--- src/sdi_pkg.sv ---
// ----------------------------------------------------------------------------
// SD card SPI init sequencer package
// Shared types, command codes and result helpers for the init sequencer.
// ----------------------------------------------------------------------------
package sdi_pkg;

    typedef enum logic [3:0] {
        PH_IDLE  = 4'd0,
        PH_CMD0  = 4'd1,
        PH_CMD8  = 4'd2,
        PH_V2_55 = 4'd3,
        PH_V2_41 = 4'd4,
        PH_CMD58 = 4'd5,
        PH_PR_55 = 4'd6,
        PH_PR_41 = 4'd7,
        PH_V1_55 = 4'd8,
        PH_V1_41 = 4'd9,
        PH_MMC_1 = 4'd10,
        PH_CMD16 = 4'd11
    } t_phase;

    typedef enum logic [2:0] {
        KIND_NONE = 3'd0,
        KIND_MMC  = 3'd1,
        KIND_V1   = 3'd2,
        KIND_V2   = 3'd3,
        KIND_V2HC = 3'd4,
        KIND_ERR  = 3'd5
    } t_kind;

    localparam logic [1:0] RES_OK     = 2'd0;
    localparam logic [1:0] RES_R1_ERR = 2'd1;
    localparam logic [1:0] RES_FAIL   = 2'd2;

    localparam logic [5:0] CMD_GO_IDLE      = 6'd0;
    localparam logic [5:0] CMD_SEND_OP_COND = 6'd1;
    localparam logic [5:0] CMD_SEND_IF_COND = 6'd8;
    localparam logic [5:0] CMD_SET_BLOCKLEN = 6'd16;
    localparam logic [5:0] ACMD_OP_COND     = 6'd41;
    localparam logic [5:0] CMD_APP          = 6'd55;
    localparam logic [5:0] CMD_READ_OCR     = 6'd58;

    localparam logic [7:0]  CRC_CMD0     = 8'h95;
    localparam logic [7:0]  CRC_CMD8     = 8'h87;
    localparam logic [7:0]  CRC_DUMMY    = 8'h01;
    localparam logic [31:0] ARG_IF_COND  = 32'h0000_01AA;
    localparam logic [15:0] ECHO_IF_COND = 16'h01AA;
    localparam logic [31:0] ARG_HCS      = 32'h4000_0000;
    localparam logic [31:0] ARG_BLK_512  = 32'd512;
    localparam logic [7:0]  R1_IDLE      = 8'h01;

    localparam logic OP_START = 1'b0;

    // Config register indexes.
    localparam logic CFG_IDLE_LIMIT  = 1'b0;
    localparam logic CFG_READY_LIMIT = 1'b1;

    localparam logic [7:0]  IDLE_LIMIT_RST  = 8'd20;
    localparam logic [15:0] READY_LIMIT_RST = 16'd65534;

    typedef struct packed {
        logic        issue;
        logic [5:0]  cmd_index;
        logic [31:0] cmd_argument;
        logic [7:0]  cmd_crc;
        logic        want_trailer;
        logic        done_res;
        t_kind       card_kind;
        logic [1:0]  result_code;
        logic [7:0]  final_r1;
    } t_result;

    function automatic t_result mk_cmd(input logic [5:0] idx, input logic [31:0] arg,
                                       input logic [7:0] crc, input logic trl);
        t_result r;
        r              = '0;
        r.issue        = 1'b1;
        r.cmd_index    = idx;
        r.cmd_argument = arg;
        r.cmd_crc      = crc;
        r.want_trailer = trl;
        return r;
    endfunction

    function automatic t_result mk_done(input t_kind kind, input logic [7:0] last);
        t_result r;
        r           = '0;
        r.done_res  = 1'b1;
        r.card_kind = kind;
        r.final_r1  = last;
        if (kind == KIND_MMC || kind == KIND_V1 || kind == KIND_V2 || kind == KIND_V2HC) begin
            r.result_code = RES_OK;
        end else if (last != 8'd0) begin
            r.result_code = RES_R1_ERR;
        end else begin
            r.result_code = RES_FAIL;
        end
        return r;
    endfunction

endpackage

--- src/sd_card_spi_init_sequencer.sv ---
// ----------------------------------------------------------------------------
// SD card SPI init sequencer
// Command-level sequencer for SPI-mode SD/MMC card initialization.
// ----------------------------------------------------------------------------
// Usage: send a start item (tuser = 0) to begin; the block answers with the
// first command to send. After each command has been sent on the SPI side,
// send its response as an item (tuser = 1, tdata = R1 and trailer bytes).
// Each such item yields one result: either the next command (tuser bit 0)
// or the final card classification (tuser bit 1). A response that arrives
// while no sequence is running yields no result. A start while busy restarts.
// Retry limits are to be written on the config port while the block is idle;
// the block does not enforce this. An accepted item passes from the input
// register through the decision logic into the output register.
// Throughput is one item per cycle; the input register advances whenever
// the output register is empty or being taken in the same cycle.
// When the receiver stalls, the result holds and at most one further item
// is held in the input register before tready drops.
// Reset returns the sequence to idle and loads the default retry limits.
// ----------------------------------------------------------------------------
module sd_card_spi_init_sequencer
    import sdi_pkg::*;
(
    input  logic        i_clk,
    input  logic        i_rst_n,
    input  logic        i_cfg_we,
    input  logic        i_cfg_index,
    input  logic [15:0] i_cfg_wdata,
    input  logic        i_s_axis_tvalid,
    output logic        o_s_axis_tready,
    input  logic [39:0] i_s_axis_tdata,   // [7:0] resp_r1, [39:8] resp_trailer
    input  logic        i_s_axis_tuser,   // [0] op
    output logic        o_m_axis_tvalid,
    input  logic        i_m_axis_tready,
    // [5:0] cmd_index, [37:6] cmd_argument, [45:38] cmd_crc, [46] want_trailer,
    // [49:47] card_kind, [51:50] result_code, [59:52] final_r1, [63:60] zero
    output logic [63:0] o_m_axis_tdata,
    output logic [1:0]  o_m_axis_tuser    // [0] issue, [1] done_res
);

    logic        r_in_valid;
    logic        r_in_op;
    logic [7:0]  r_in_r1;
    logic [31:0] r_in_tr;
    logic        r_out_valid;
    t_result     r_out;
    logic        step;
    logic        res_valid;
    t_result     res;

    assign step            = r_in_valid && (!r_out_valid || i_m_axis_tready);
    assign o_s_axis_tready = !r_in_valid || step;

    always_ff @(posedge i_clk) begin
        if (!i_rst_n) begin
            r_in_valid <= 1'b0;
        end else if (o_s_axis_tready) begin
            r_in_valid <= i_s_axis_tvalid;
        end
    end

    always_ff @(posedge i_clk) begin
        if (o_s_axis_tready && i_s_axis_tvalid) begin
            r_in_op <= i_s_axis_tuser;
            r_in_r1 <= i_s_axis_tdata[7:0];
            r_in_tr <= i_s_axis_tdata[39:8];
        end
    end

    sdi_core u_core (
        .i_clk       (i_clk),
        .i_rst_n     (i_rst_n),
        .i_cfg_we    (i_cfg_we),
        .i_cfg_index (i_cfg_index),
        .i_cfg_wdata (i_cfg_wdata),
        .i_step      (step),
        .i_op        (r_in_op),
        .i_r1        (r_in_r1),
        .i_trailer   (r_in_tr),
        .o_res_valid (res_valid),
        .o_res       (res)
    );

    always_ff @(posedge i_clk) begin
        if (!i_rst_n) begin
            r_out_valid <= 1'b0;
        end else if (step && res_valid) begin
            r_out_valid <= 1'b1;
        end else if (i_m_axis_tready) begin
            r_out_valid <= 1'b0;
        end
    end

    always_ff @(posedge i_clk) begin
        if (step && res_valid) begin
            r_out <= res;
        end
    end

    assign o_m_axis_tvalid = r_out_valid;
    assign o_m_axis_tuser  = {r_out.done_res, r_out.issue};
    assign o_m_axis_tdata  = {4'd0, r_out.final_r1, r_out.result_code, r_out.card_kind,
                              r_out.want_trailer, r_out.cmd_crc, r_out.cmd_argument,
                              r_out.cmd_index};

endmodule

--- src/sdi_core.sv ---
// ----------------------------------------------------------------------------
// SD card SPI init sequencer core
// Holds the sequence state and limit registers and decides, for one item,
// the next command to send or the final card classification.
// ----------------------------------------------------------------------------
module sdi_core
    import sdi_pkg::*;
(
    input  logic        i_clk,
    input  logic        i_rst_n,
    input  logic        i_cfg_we,
    input  logic        i_cfg_index,
    input  logic [15:0] i_cfg_wdata,
    input  logic        i_step,
    input  logic        i_op,
    input  logic [7:0]  i_r1,
    input  logic [31:0] i_trailer,
    output logic        o_res_valid,
    output t_result     o_res
);

    t_phase      r_phase, n_phase;
    logic [15:0] r_retries, n_retries;
    logic [7:0]  r_last_r1, n_last_r1;
    t_kind       r_kind, n_kind;
    logic [7:0]  r_idle_lim;
    logic [15:0] r_ready_lim;

    always_ff @(posedge i_clk) begin
        if (!i_rst_n) begin
            r_idle_lim  <= IDLE_LIMIT_RST;
            r_ready_lim <= READY_LIMIT_RST;
        end else if (i_cfg_we) begin
            if (i_cfg_index == CFG_IDLE_LIMIT) begin
                r_idle_lim <= i_cfg_wdata[7:0];
            end else begin
                r_ready_lim <= i_cfg_wdata;
            end
        end
    end

    always_ff @(posedge i_clk) begin
        if (!i_rst_n) begin
            r_phase   <= PH_IDLE;
            r_retries <= '0;
            r_last_r1 <= '0;
            r_kind    <= KIND_NONE;
        end else if (i_step) begin
            r_phase   <= n_phase;
            r_retries <= n_retries;
            r_last_r1 <= n_last_r1;
            r_kind    <= n_kind;
        end
    end

    always_comb begin
        logic v_fin;
        v_fin       = 1'b0;
        n_phase     = r_phase;
        n_retries   = r_retries;
        n_last_r1   = r_last_r1;
        n_kind      = r_kind;
        o_res_valid = 1'b1;
        o_res       = '0;
        if (i_op == OP_START) begin
            n_kind    = KIND_NONE;
            n_last_r1 = '0;
            n_retries = {8'd0, r_idle_lim};
            o_res     = mk_cmd(CMD_GO_IDLE, '0, CRC_CMD0, 1'b0);
            n_phase   = PH_CMD0;
        end else begin
            unique case (r_phase)
                PH_CMD0: begin
                    n_last_r1 = i_r1;
                    if (i_r1 == R1_IDLE) begin
                        o_res   = mk_cmd(CMD_SEND_IF_COND, ARG_IF_COND, CRC_CMD8, 1'b1);
                        n_phase = PH_CMD8;
                    end else if (r_retries != 16'd0) begin
                        n_retries = r_retries - 16'd1;
                        o_res     = mk_cmd(CMD_GO_IDLE, '0, CRC_CMD0, 1'b0);
                    end else begin
                        v_fin = 1'b1;
                    end
                end
                PH_CMD8: begin
                    if (i_r1 == R1_IDLE) begin
                        if (i_trailer[15:0] == ECHO_IF_COND) begin
                            n_retries = r_ready_lim;
                            o_res     = mk_cmd(CMD_APP, '0, CRC_DUMMY, 1'b0);
                            n_phase   = PH_V2_55;
                        end else begin
                            v_fin = 1'b1;
                        end
                    end else begin
                        o_res   = mk_cmd(CMD_APP, '0, CRC_DUMMY, 1'b0);
                        n_phase = PH_PR_55;
                    end
                end
                PH_V2_55: begin
                    o_res   = mk_cmd(ACMD_OP_COND, ARG_HCS, CRC_DUMMY, 1'b0);
                    n_phase = PH_V2_41;
                end
                PH_V2_41: begin
                    n_last_r1 = i_r1;
                    if (i_r1 == 8'd0) begin
                        o_res   = mk_cmd(CMD_READ_OCR, '0, CRC_DUMMY, 1'b1);
                        n_phase = PH_CMD58;
                    end else if (r_retries != 16'd0) begin
                        n_retries = r_retries - 16'd1;
                        o_res     = mk_cmd(CMD_APP, '0, CRC_DUMMY, 1'b0);
                        n_phase   = PH_V2_55;
                    end else begin
                        v_fin = 1'b1;
                    end
                end
                PH_CMD58: begin
                    if (i_r1 == 8'd0) begin
                        // OCR bit 30 is the card capacity status.
                        n_kind = i_trailer[30] ? KIND_V2HC : KIND_V2;
                    end
                    v_fin = 1'b1;
                end
                PH_PR_55: begin
                    o_res   = mk_cmd(ACMD_OP_COND, '0, CRC_DUMMY, 1'b0);
                    n_phase = PH_PR_41;
                end
                PH_PR_41: begin
                    n_last_r1 = i_r1;
                    n_retries = r_ready_lim;
                    if (i_r1 <= 8'd1) begin
                        n_kind  = KIND_V1;
                        o_res   = mk_cmd(CMD_APP, '0, CRC_DUMMY, 1'b0);
                        n_phase = PH_V1_55;
                    end else begin
                        n_kind  = KIND_MMC;
                        o_res   = mk_cmd(CMD_SEND_OP_COND, '0, CRC_DUMMY, 1'b0);
                        n_phase = PH_MMC_1;
                    end
                end
                PH_V1_55: begin
                    o_res   = mk_cmd(ACMD_OP_COND, '0, CRC_DUMMY, 1'b0);
                    n_phase = PH_V1_41;
                end
                PH_V1_41, PH_MMC_1: begin
                    n_last_r1 = i_r1;
                    if (i_r1 == 8'd0) begin
                        o_res   = mk_cmd(CMD_SET_BLOCKLEN, ARG_BLK_512, CRC_DUMMY, 1'b0);
                        n_phase = PH_CMD16;
                    end else if (r_retries != 16'd0) begin
                        n_retries = r_retries - 16'd1;
                        if (r_phase == PH_V1_41) begin
                            o_res   = mk_cmd(CMD_APP, '0, CRC_DUMMY, 1'b0);
                            n_phase = PH_V1_55;
                        end else begin
                            o_res = mk_cmd(CMD_SEND_OP_COND, '0, CRC_DUMMY, 1'b0);
                        end
                    end else begin
                        n_kind = KIND_ERR;
                        v_fin  = 1'b1;
                    end
                end
                PH_CMD16: begin
                    if (i_r1 != 8'd0) begin
                        n_kind = KIND_ERR;
                    end
                    v_fin = 1'b1;
                end
                default: begin
                    // A response while idle is dropped.
                    n_phase     = PH_IDLE;
                    o_res_valid = 1'b0;
                end
            endcase
        end
        if (v_fin) begin
            o_res   = mk_done(n_kind, n_last_r1);
            n_phase = PH_IDLE;
        end
    end

endmodule

--- config.mk ---
export PLATFORM = sky130hd
export DESIGN_NAME = sd_card_spi_init_sequencer
export DESIGN_NICKNAME = d
export VERILOG_FILES = /design/src/sdi_pkg.sv /design/src/sd_card_spi_init_sequencer.sv /design/src/sdi_core.sv
export SDC_FILE = /design/constraint.sdc
export NUM_CORES = 1
export LEC_CHECK = 0
export BUFFER_PORTS_ARGS = -buffer_cell sky130_fd_sc_hd__buf_2
export CORE_MARGIN = 1
export CORE_UTILIZATION = 53
export CTS_BUF_LIST = sky130_fd_sc_hd__clkbuf_4
export DETAILED_ROUTE_END_ITERATION = 6
export PLACE_DENSITY = 0.88
export SYNTH_ARGS = -nofsm -noshare
export SYNTH_HDL_FRONTEND = slang
export SYNTH_HIERARCHICAL = 1
export SYNTH_SLANG_ARGS = --single-unit
--- constraint.sdc ---
create_clock -name i_clk -period 4.6 [get_ports i_clk]
set_input_delay 0.92 -clock i_clk [delete_from_list [all_inputs] [get_ports i_clk]]
set_output_delay 0.92 -clock i_clk [all_outputs]
set_load 0.005 [all_outputs]
==> results_dict.tcl, run 1 <==
set metrics [dict create \
    endpoint_kind "flop" \
    rr_startpoint "u_core/r_phase[2]$_SDFFE_PN0P_" \
    fill_cells 1077 \
    vias_per_cell 5.533 \
    yosysWarningCount 6 \
    ctsHoldBuffers 0 \
    cts_buffers 17 \
    fmax_ghz 0.2995 \
    cp_top_family "simple AND/OR/NAND/NOR gates" \
    worstHoldStart "u_core/r_idle_lim[6]$_SDFFE_PN0P_" \
    setup_viol 0 \
    drv_slew 0 \
    hold_class "flop to flop" \
    rrSetupSlack_ns 1.26 \
    rr_endpoint "o_m_axis_tdata[11]$_DFFE_PP_" \
    worstHoldPathCells 2 \
    n_antenna_cell 0 \
    critPathBufInv 1 \
    die_h_um 115.4 \
    peakVddDrop_uv 161.6 \
    wl_per_cell_um 14.97 \
    syn2layout_area_growth_pct 11.88 \
    skew_ns 0.01978 \
    max-cap-violations 0 \
    grtUsageTotal_pct 22.86 \
    syn-cell-area_um2 6813 \
    ios 131 \
    htreeDepth 4 \
    path_clk_slew_ns 0.12 \
    clock_latency_ns 0.58 \
    grt_pass1_wl_mm 23.11 \
    required_ns 4.88 \
    grt_start_max_net_pins 35 \
    status "completed" \
    dr.pass1.iters 5 \
    drtIter0Drc 334 \
    multiInputGateArea_um2 2655 \
    tightest_slew_ns 1.152 \
    clockRootBuffer "clkbuf_4" \
    grt_pass1_vias 4795 \
    layout_worst_path_cycle_share_pct 72.59 \
    initial_core_util_pct 54.21 \
    seq_area_um2 3784 \
    clk_path_buf_depth 2 \
    cts_resized 0 \
    port-buffer-count 111 \
    slowest_delay_ns 0.87 \
    min_to "u_core/r_idle_lim[6]$_SDFFE_PN0P_" \
    die_area_um2 13310 \
    wl_mm 14.07 \
    rows 41 \
    synth.avg_cell_area_um2 10.23 \
    min_period_ns 3.339 \
    crit_slowest_cell "dfxtp_1" \
    crit_fanout 24 \
    drive_gt1_share_pct 22.79 \
    num_vias 5201 \
    core_area_um2 12570 \
    cts_sinks 145 \
    rsz0062_at_grt "false" \
    r2r_cells 7 \
    antenna_found_initial 0 \
    crit_type "flop to flop" \
    place.gp.congestion 0.9887 \
    hpwl_mm 9.724 \
    maxSlewHeadroom_pct 23.10 \
    cp.arrival_ns 3.62 \
    ant_nets 0 \
    synth_cells 666 \
    post-cts-setup-buffers 0 \
    p_leak_nw 2.865 \
    grt_overflow_total 0 \
    nNetsFinal 820 \
    cts_tree "built" \
    dieWidth_um 115.4 \
    powerDensity_nw_per_um2 346.5 \
    startpoint_type "flop" \
    timing.setup.tns_ns 0 \
    drcViolationCount 0 \
    path_cells "buf_4 -> and3b_1 -> o21a_1 -> a31o_2 -> nor3_2 -> nand2_1 -> nor3_1" \
    p_total_mw 2.641 \
    hold_viol 0 \
]
power breakdown:
| group | total [mW] | switching [mW] | leakage [nW] | internal, mW |
|---|---|---|---|---|
| clock network | 0.822 | 0.476 | 0.161 | 0.345 |
| logic | 0.338 | 0.203 | 1.41 | 0.136 |
| registers | 1.48 | 0.0388 | 1.29 | 1.44 |
| total | 2.64 | 0.718 | 2.86 | 1.92 |
worst max path at each step:
stage,from,endpoint,slack [ns],cells past startpoint
final,u_core/r_phase[2]$_SDFFE_PN0P_,o_m_axis_tdata[11]$_DFFE_PP_,1.26,7
after global routing,u_core/r_phase[2]$_SDFFE_PN0P_,u_core/r_phase[2]$_SDFFE_PN0P_,1.06,8
after CTS,u_core/r_phase[2]$_SDFFE_PN0P_,o_m_axis_tdata[11]$_DFFE_PP_,1.32,7
after floorplan,u_core/r_phase[2]$_SDFFE_PN0P_,o_m_axis_tdata[0]$_DFFE_PP_,1.03,7
after global placement,u_core/r_phase[2]$_SDFFE_PN0P_,o_m_axis_tdata[13]$_DFFE_PP_,1.47,7
after detailed placement,u_core/r_phase[2]$_SDFFE_PN0P_,o_m_axis_tdata[7]$_DFFE_PP_,1.36,7
per-stage QoR:
step	instances	hold WS (ns)	worst slack (ns)	utilization (%)	cell area [µm²]
final	940	0.4650	1.261	60.65	7622
after global routing	940	0.4589	1.065	60.65	7622
after CTS	940	0.4605	1.315	60.65	7622
after detailed placement	908	0.4464	1.362	58.33	7331
after global placement	908	0.4415	1.472	58.33	7331
after floorplan	696	0.4357	1.026	-	6928
sequential cells by signal, summed over array words and instances (netlist names):
| name | flops |
|---|---|
| u_core/r_ready_lim | 16 |
| r_in_op | 1 |
| r_in_valid | 1 |
| r_in_tr | 17 |
| o_m_axis_tvalid | 1 |
| u_core/r_last_r1 | 8 |
| u_core/r_phase | 4 |
| o_m_axis_tdata | 60 |
| u_core/r_kind | 3 |
| r_in_r1 | 8 |
| o_m_axis_tuser | 2 |
| u_core/r_retries | 16 |
| u_core/r_idle_lim | 8 |
final cells by class:
| class | count | share of cell area (%) |
|---|---|---|
| sequential | 145 | 49.64 |
| multi-input combinational | 461 | 34.83 |
| timing repair buffer | 121 | 8.437 |
| tap | 172 | 2.823 |
| clock inverter | 13 | 1.953 |
| clock buffer | 19 | 1.871 |
| inverter | 9 | 0.4432 |
cells in the final DEF (no fill, tap or decap), types with 8 or more instances in the layout:
cell type	instances
dfxtp_1	57
nor2_1	49
o21ai_0	28
nor4_1	9
or4_1	9
a22oi_1	9
nor3_1	11
nand3_1	21
conb_1	32
buf_2	111
buf_4	9
mux2i_1	16
a21oi_1	37
inv_1	8
a211oi_1	15
clkbuf_4	19
edfxtp_1	88
nand2_1	102
routing by layer:
metal	global-route usage [%]	up-vias	part of all wire, %
li1	-	2552	-
met4	11.34	0	2.5
met2	36.85	189	49
met3	6.115	32	6.7
met1	28.44	2428	42
met5	0	-	0
worst min-delay path, delay by kind of cell, from the launching register on:
kind / cells / cell delay (ns)
AND/OR/NAND/NOR: 1 / 0.05
AO/OA/AOI/OAI: 1 / 0.05
flip-flops: 1 / 0.33
Power figures use the tool's default switching activity.
==> inputs of run 2 (changes only) <==
==> constraint.sdc (replaced) <==
create_clock -name i_clk -period 2.8 [get_ports i_clk]
set_input_delay 0.56 -clock i_clk [delete_from_list [all_inputs] [get_ports i_clk]]
set_output_delay 0.56 -clock i_clk [all_outputs]
set_load 0.005 [all_outputs]
==> run 2 against run 1 <==
Register-to-register slack got worse by 1.1 ns. Clock skew fell by 0.0040 ns. Power rose by 68%. Count of clock-buffer cells in the layout did not move. Sequential share of layout area fell by 2.0 points. Die area did not move. Via count rose by 3.5%. Design area rose by 4.3%. First-iteration DRC count rose by 10%. Setup slack got worse by 1.1 ns. Combinational power rose by 84%. Sequential power rose by 64%. Critical endpoint is now o_m_axis_tdata[51]$_DFFE_PP_. Largest power group unchanged. Highest routed layer unchanged.
==> results_dict.tcl, run 2 (synthesized netlist as in run 1, its figures left out) <==
set metrics [dict create \
    hold_class "input pin to flop" \
    path_clk_slew_ns 0.12 \
    place.gp.congestion 0.9631 \
    status "completed" \
    crit_slowest_cell "dfxtp_1" \
    rr_startpoint "u_core/r_phase[3]$_SDFFE_PN0P_" \
    max-cap-violations 0 \
    p_sw_share_pct 26.08 \
    endpoint_kind "flop" \
    largest_reg_flops 60 \
    grt_overflow_total 0 \
    vias_per_cell 5.523 \
    post-cts-setup-buffers 0 \
    required_ns 3.11 \
    pwr-share-seq_pct 54.9 \
    dr.pass1.iters 5 \
    crit_type "flop to flop" \
    fill_cells 1024 \
    pwr-share-comb_pct 14.1 \
    min_to "r_in_tr[4]$_DFFE_PP_" \
    port-buffer-count 111 \
    die_area_um2 13310 \
    initial_core_util_pct 54.21 \
    grt_pass1_vias 4978 \
    hold_viol 0 \
    nNetsFinal 855 \
    dieWidth_um 115.4 \
    syn2layout_area_growth_pct 16.68 \
    p_int_mw 3.270 \
    cts_tree "built" \
    rr_endpoint "o_m_axis_tdata[51]$_DFFE_PP_" \
    final_common_cell "buf_2" \
    grt_start_max_net_pins 53 \
    worstHoldStart "i_s_axis_tdata[12]" \
    drv_slew 0 \
    maxSlewHeadroom_pct 35.44 \
    drive_gt1_share_pct 26.28 \
    tightest_slew_ns 0.9649 \
    ctsHoldBuffers 0 \
    peakVddDrop_uv 604.8 \
    ios 131 \
    grtUsageTotal_pct 23.50 \
    cts_buffers 17 \
    clockRootBuffer "clkbuf_4" \
    dp_cells 943 \
    rrSetupSlack_ns 0.17 \
    powerDensity_nw_per_um2 556.5 \
    setup_viol 0 \
    startpoint_type "flop" \
    clk_path_buf_depth 2 \
    drtIter0Drc 369 \
    hpwl_mm 10.44 \
    clock_latency_ns 0.56 \
    p_leak_nw 3.050 \
    num_vias 5385 \
    skew_ns 0.01573 \
    final_cell_mix "buf_2, nand2_1, edfxtp_1, dfxtp_1, nor2_1" \
    core_area_um2 12570 \
    slowest_delay_ns 0.71 \
    antenna_found_initial 0 \
    r2r_cells 8 \
    wl_per_cell_um 15.17 \
    htreeDepth 4 \
    path_cells "buf_4 -> nor2b_1 -> o21ai_0 -> o31a_1 -> o2bb2ai_1 -> a31oi_1 -> xor2_1 -> nor3_1" \
    power_frac_clock_pct 31.0 \
    crit_fanout 15 \
    cts_sinks 145 \
    ant_nets 0 \
    fmax_ghz 0.3804 \
    power.switching_mw 1.154 \
    cts_resized 0 \
    timing.setup.tns_ns 0 \
    die_h_um 115.4 \
    cp_top_family "compound AO/OA/AOI/OAI gates" \
    grt_pass1_wl_mm 23.69 \
    cp.arrival_ns 2.94 \
    rsz0062_at_grt "false" \
    min_period_ns 2.628 \
    critPathBufInv 1 \
    worstHoldPathCells 1 \
    rows 41 \
    layout_worst_path_cycle_share_pct 93.87 \
    drcViolationCount 0 \
    wl_mm 14.79 \
    finalNonFillerCells 975 \
    n_antenna_cell 0 \
]
run 2: final cells by class:
type	instances	area [µm²]	area share (%)
sequential	145	3784	47.60
multi-input combinational	461	2681	33.73
timing repair buffer	156	930.9	11.71
tap	172	215.2	2.707
clock inverter	13	161.4	2.031
clock buffer	19	142.6	1.794
inverter	9	33.78	0.4250
run 2: stage by stage:
stage          hold WS, ns  utilization [%]  power (mW)  cell area (µm²)  setup WS (ns)
6_report            0.1676            63.25       4.424             7949         0.1715
5_1_grt             0.1112            63.25       4.629             7949       0.006589
4_1_cts             0.1160            63.04       4.451             7923         0.1457
3_5_place_dp        0.4496            60.62       3.083             7619         0.1899
3_3_place_gp        0.4426            60.62       3.065             7619         0.1981
2_1_floorplan       0.4357                -       2.894             6937       0.002315
run 2: layer usage:
layer  wire length, µm  up-vias  GRT usage [%]  share of wire (%)
li1                  -     2621              -                  -
met1              6089     2490          28.11                 41
met5                 0        -              0                  0
met3              1055       30          6.220                7.1
met2              7367      244          39.72                 50
met4               276        0          10.56                1.9
run 2: worst max path at each step:
stage | from | to | cells after the start
floorplan | u_core/r_phase[1]$_SDFFE_PN0P_ | o_m_axis_tdata[0]$_DFFE_PP_ | 7
global placement | u_core/r_phase[0]$_SDFFE_PN0P_ | u_core/r_retries[10]$_SDFFE_PN0P_ | 9
detailed placement | r_in_tr[4]$_DFFE_PP_ | o_m_axis_tdata[7]$_DFFE_PP_ | 7
CTS | r_in_tr[4]$_DFFE_PP_ | o_m_axis_tdata[9]$_DFFE_PP_ | 7
global route | r_in_tr[4]$_DFFE_PP_ | o_m_axis_tdata[9]$_DFFE_PP_ | 7
finish | u_core/r_phase[3]$_SDFFE_PN0P_ | o_m_axis_tdata[51]$_DFFE_PP_ | 8
run 2: power groups by stage:
stage / logic, mW / registers [mW] / clock network, mW
global placement: 0.594 / 2.47 / 0
global route: 0.690 / 2.44 / 1.50
CTS: 0.612 / 2.43 / 1.41
detailed placement: 0.607 / 2.48 / 0
floorplan: 0.429 / 2.46 / 0
finish: 0.623 / 2.43 / 1.37
==> inputs of run 3 (changes only) <==
--- a/config.mk
+++ b/config.mk
@@ -6,8 +6,10 @@
 export NUM_CORES = 1
 export LEC_CHECK = 0
 export BUFFER_PORTS_ARGS = -buffer_cell sky130_fd_sc_hd__buf_2
+export CELL_PAD_IN_SITES_DETAIL_PLACEMENT = 1
+export CELL_PAD_IN_SITES_GLOBAL_PLACEMENT = 1
 export CORE_MARGIN = 1
-export CORE_UTILIZATION = 53
+export CORE_UTILIZATION = 41
 export CTS_BUF_LIST = sky130_fd_sc_hd__clkbuf_4
 export DETAILED_ROUTE_END_ITERATION = 6
 export PLACE_DENSITY = 0.88
==> run 3 against run 2 <==
Design area grew 1.1%. Maximum frequency is 0.26% higher. Clock skew is 0.0096 ns higher. Count of clock-buffer cells in the layout is 1 higher. Clock power fell by 3%. Final cell count grew 5.4%. First-iteration DRC count down 38%. Via count up 2.1%. Worst hold slack worse by 0.011 ns. Power is 0.47% lower.
==> results_dict.tcl, run 3 (synthesized netlist as in run 1, its figures left out) <==
set metrics [dict create \
    status "completed" \
    worstHoldStart "i_s_axis_tdata[11]" \
    drive_gt1_share_pct 27.46 \
    final_core_util_pct 50.03 \
    endpoint_kind "flop" \
    rr_endpoint "o_m_axis_tdata[51]$_DFFE_PP_" \
    htreeDepth 4 \
    tightest_slew_ns 0.6695 \
    p_leak_nw 3.078 \
    nNetsFinal 864 \
    ios 131 \
    final_cell_mix "buf_2, nand2_1, edfxtp_1, dfxtp_1, buf_4" \
    min_period_ns 2.622 \
    antenna_found_initial 0 \
    port-buffer-count 111 \
    hpwl_mm 12.38 \
    crit_fanout 11 \
    n_antenna_cell 0 \
    dr.pass1.iters 5 \
    startpoint_type "flop" \
    required_ns 3.12 \
    drtIter0Drc 227 \
    path_clk_slew_ns 0.13 \
    final_common_cell "buf_2" \
    wl_per_cell_um 16.64 \
    slowest_delay_ns 0.62 \
    path_cells "buf_4 -> nor2b_1 -> o21ai_0 -> o31a_1 -> o2bb2ai_1 -> a31oi_1 -> xor2_1 -> nor3_1" \
    drv_slew 0 \
    layout_worst_path_cycle_share_pct 93.63 \
    cts_tree "built" \
    initial_core_util_pct 42.43 \
    rows 46 \
    ant_nets 0 \
    crit_type "flop to flop" \
    num_vias 5496 \
    fmax_ghz 0.3814 \
    cp_top_family "compound AO/OA/AOI/OAI gates" \
    critPathBufInv 1 \
    rr_startpoint "u_core/r_phase[3]$_SDFFE_PN0P_" \
    place.gp.congestion 0.9343 \
    hold_class "input pin to flop" \
    syn2layout_area_growth_pct 17.92 \
    wl_mm 17.10 \
    largest_reg_flops 60 \
    crit_slowest_cell "dfxtp_1" \
    dieWidth_um 130.9 \
    setup_viol 0 \
    vias_per_cell 5.346 \
    hold_viol 0 \
    powerDensity_nw_per_um2 548.0 \
    skew_ns 0.02537 \
    grt_start_max_net_pins 63 \
    cts_buffers 17 \
    cp.arrival_ns 2.94 \
    die_area_um2 17140 \
    grt_pass1_wl_mm 27.41 \
    clockRootBuffer "clkbuf_4" \
    rrSetupSlack_ns 0.18 \
    timing.setup.tns_ns 0 \
    core_area_um2 16060 \
    drcViolationCount 0 \
    grt_overflow_total 0 \
    rsz0062_at_grt "false" \
    min_to "r_in_tr[3]$_DFFE_PP_" \
    worstHoldPathCells 1 \
    peakVddDrop_uv 272.5 \
    maxSlewHeadroom_pct 55.10 \
    grt_pass1_vias 5396 \
    cts_sinks 145 \
    max-cap-violations 0 \
    die_h_um 130.9 \
    grtUsageTotal_pct 20.94 \
    r2r_cells 8 \
    clk_path_buf_depth 2 \
    clock_latency_ns 0.57 \
]
-- run 3: worst register-to-register path, cell delays in order, from the launching register on --
cell and delay (ns):
dfxtp_1 0.62, buf_4 0.25, nor2b_1 0.41, o21ai_0 0.19, o31a_1 0.28, o2bb2ai_1 0.16, a31oi_1 0.19, xor2_1 0.21
nor3_1 0.08
-- run 3: final cells by class --
cell class / count / area [µm²]
fill: 1866 / 8024
clock buffer: 20 / 150.1
timing repair buffer: 165 / 985.9
inverter: 9 / 33.78
sequential: 145 / 3786
multi-input combinational: 461 / 2673
tap: 216 / 270.3
clock inverter: 12 / 135.1
-- run 3: how the worst max path moves through the flow --
stage                                                 from                          endpoint  slack [ns]  cells after the start
after floorplan             u_core/r_phase[1]$_SDFFE_PN0P_       o_m_axis_tdata[0]$_DFFE_PP_       0.002                      7
after global placement                r_in_tr[9]$_DFFE_PP_      o_m_axis_tdata[13]$_DFFE_PP_        0.16                      6
after detailed placement             r_in_tr[11]$_DFFE_PP_      o_m_axis_tdata[14]$_DFFE_PP_        0.04                      6
after CTS                            r_in_tr[11]$_DFFE_PP_      o_m_axis_tdata[13]$_DFFE_PP_       0.008                      6
after global routing      u_core/r_retries[0]$_SDFFE_PN0P_  u_core/r_retries[1]$_SDFFE_PN0P_        0.01                     11
final                       u_core/r_phase[3]$_SDFFE_PN0P_      o_m_axis_tdata[51]$_DFFE_PP_        0.18                      8
-- run 3: through the flow --
stage | hold slack, ns | instance area, µm² | cells | setup slack [ns] | total power [mW]
floorplan | 0.4357 | 6937 | 696 | 0.002315 | 2.894
global placement | 0.4429 | 7721 | 995 | 0.1585 | 3.087
detailed placement | 0.4537 | 7721 | 995 | 0.03810 | 3.115
CTS | 0.1147 | 8006 | 1027 | 0.008298 | 4.445
global route | 0.1095 | 8034 | 1028 | 0.01217 | 4.619
finish | 0.1565 | 8034 | 1028 | 0.1782 | 4.403
-- run 3: layer usage --
layer / share of wire, % / track usage, % / wire, µm
met5: 0 / 0 / 0
met4: 2.1 / 8.993 / 364
met3: 4.6 / 4.072 / 790
met2: 49 / 35.61 / 8453
met1: 44 / 25.92 / 7492
-- run 3: report_power, final --
group,internal (mW),switching [mW],leakage (nW)
Sequential,2.37,0.0614,1.29
Clock,0.563,0.767,0.148
Combinational,0.267,0.374,1.64
-- run 3: timing repair --
action,CTS,global route
hold buffers,0,0
resized for setup,0,5
setup endpoints to repair,0,11
setup buffers,0,1
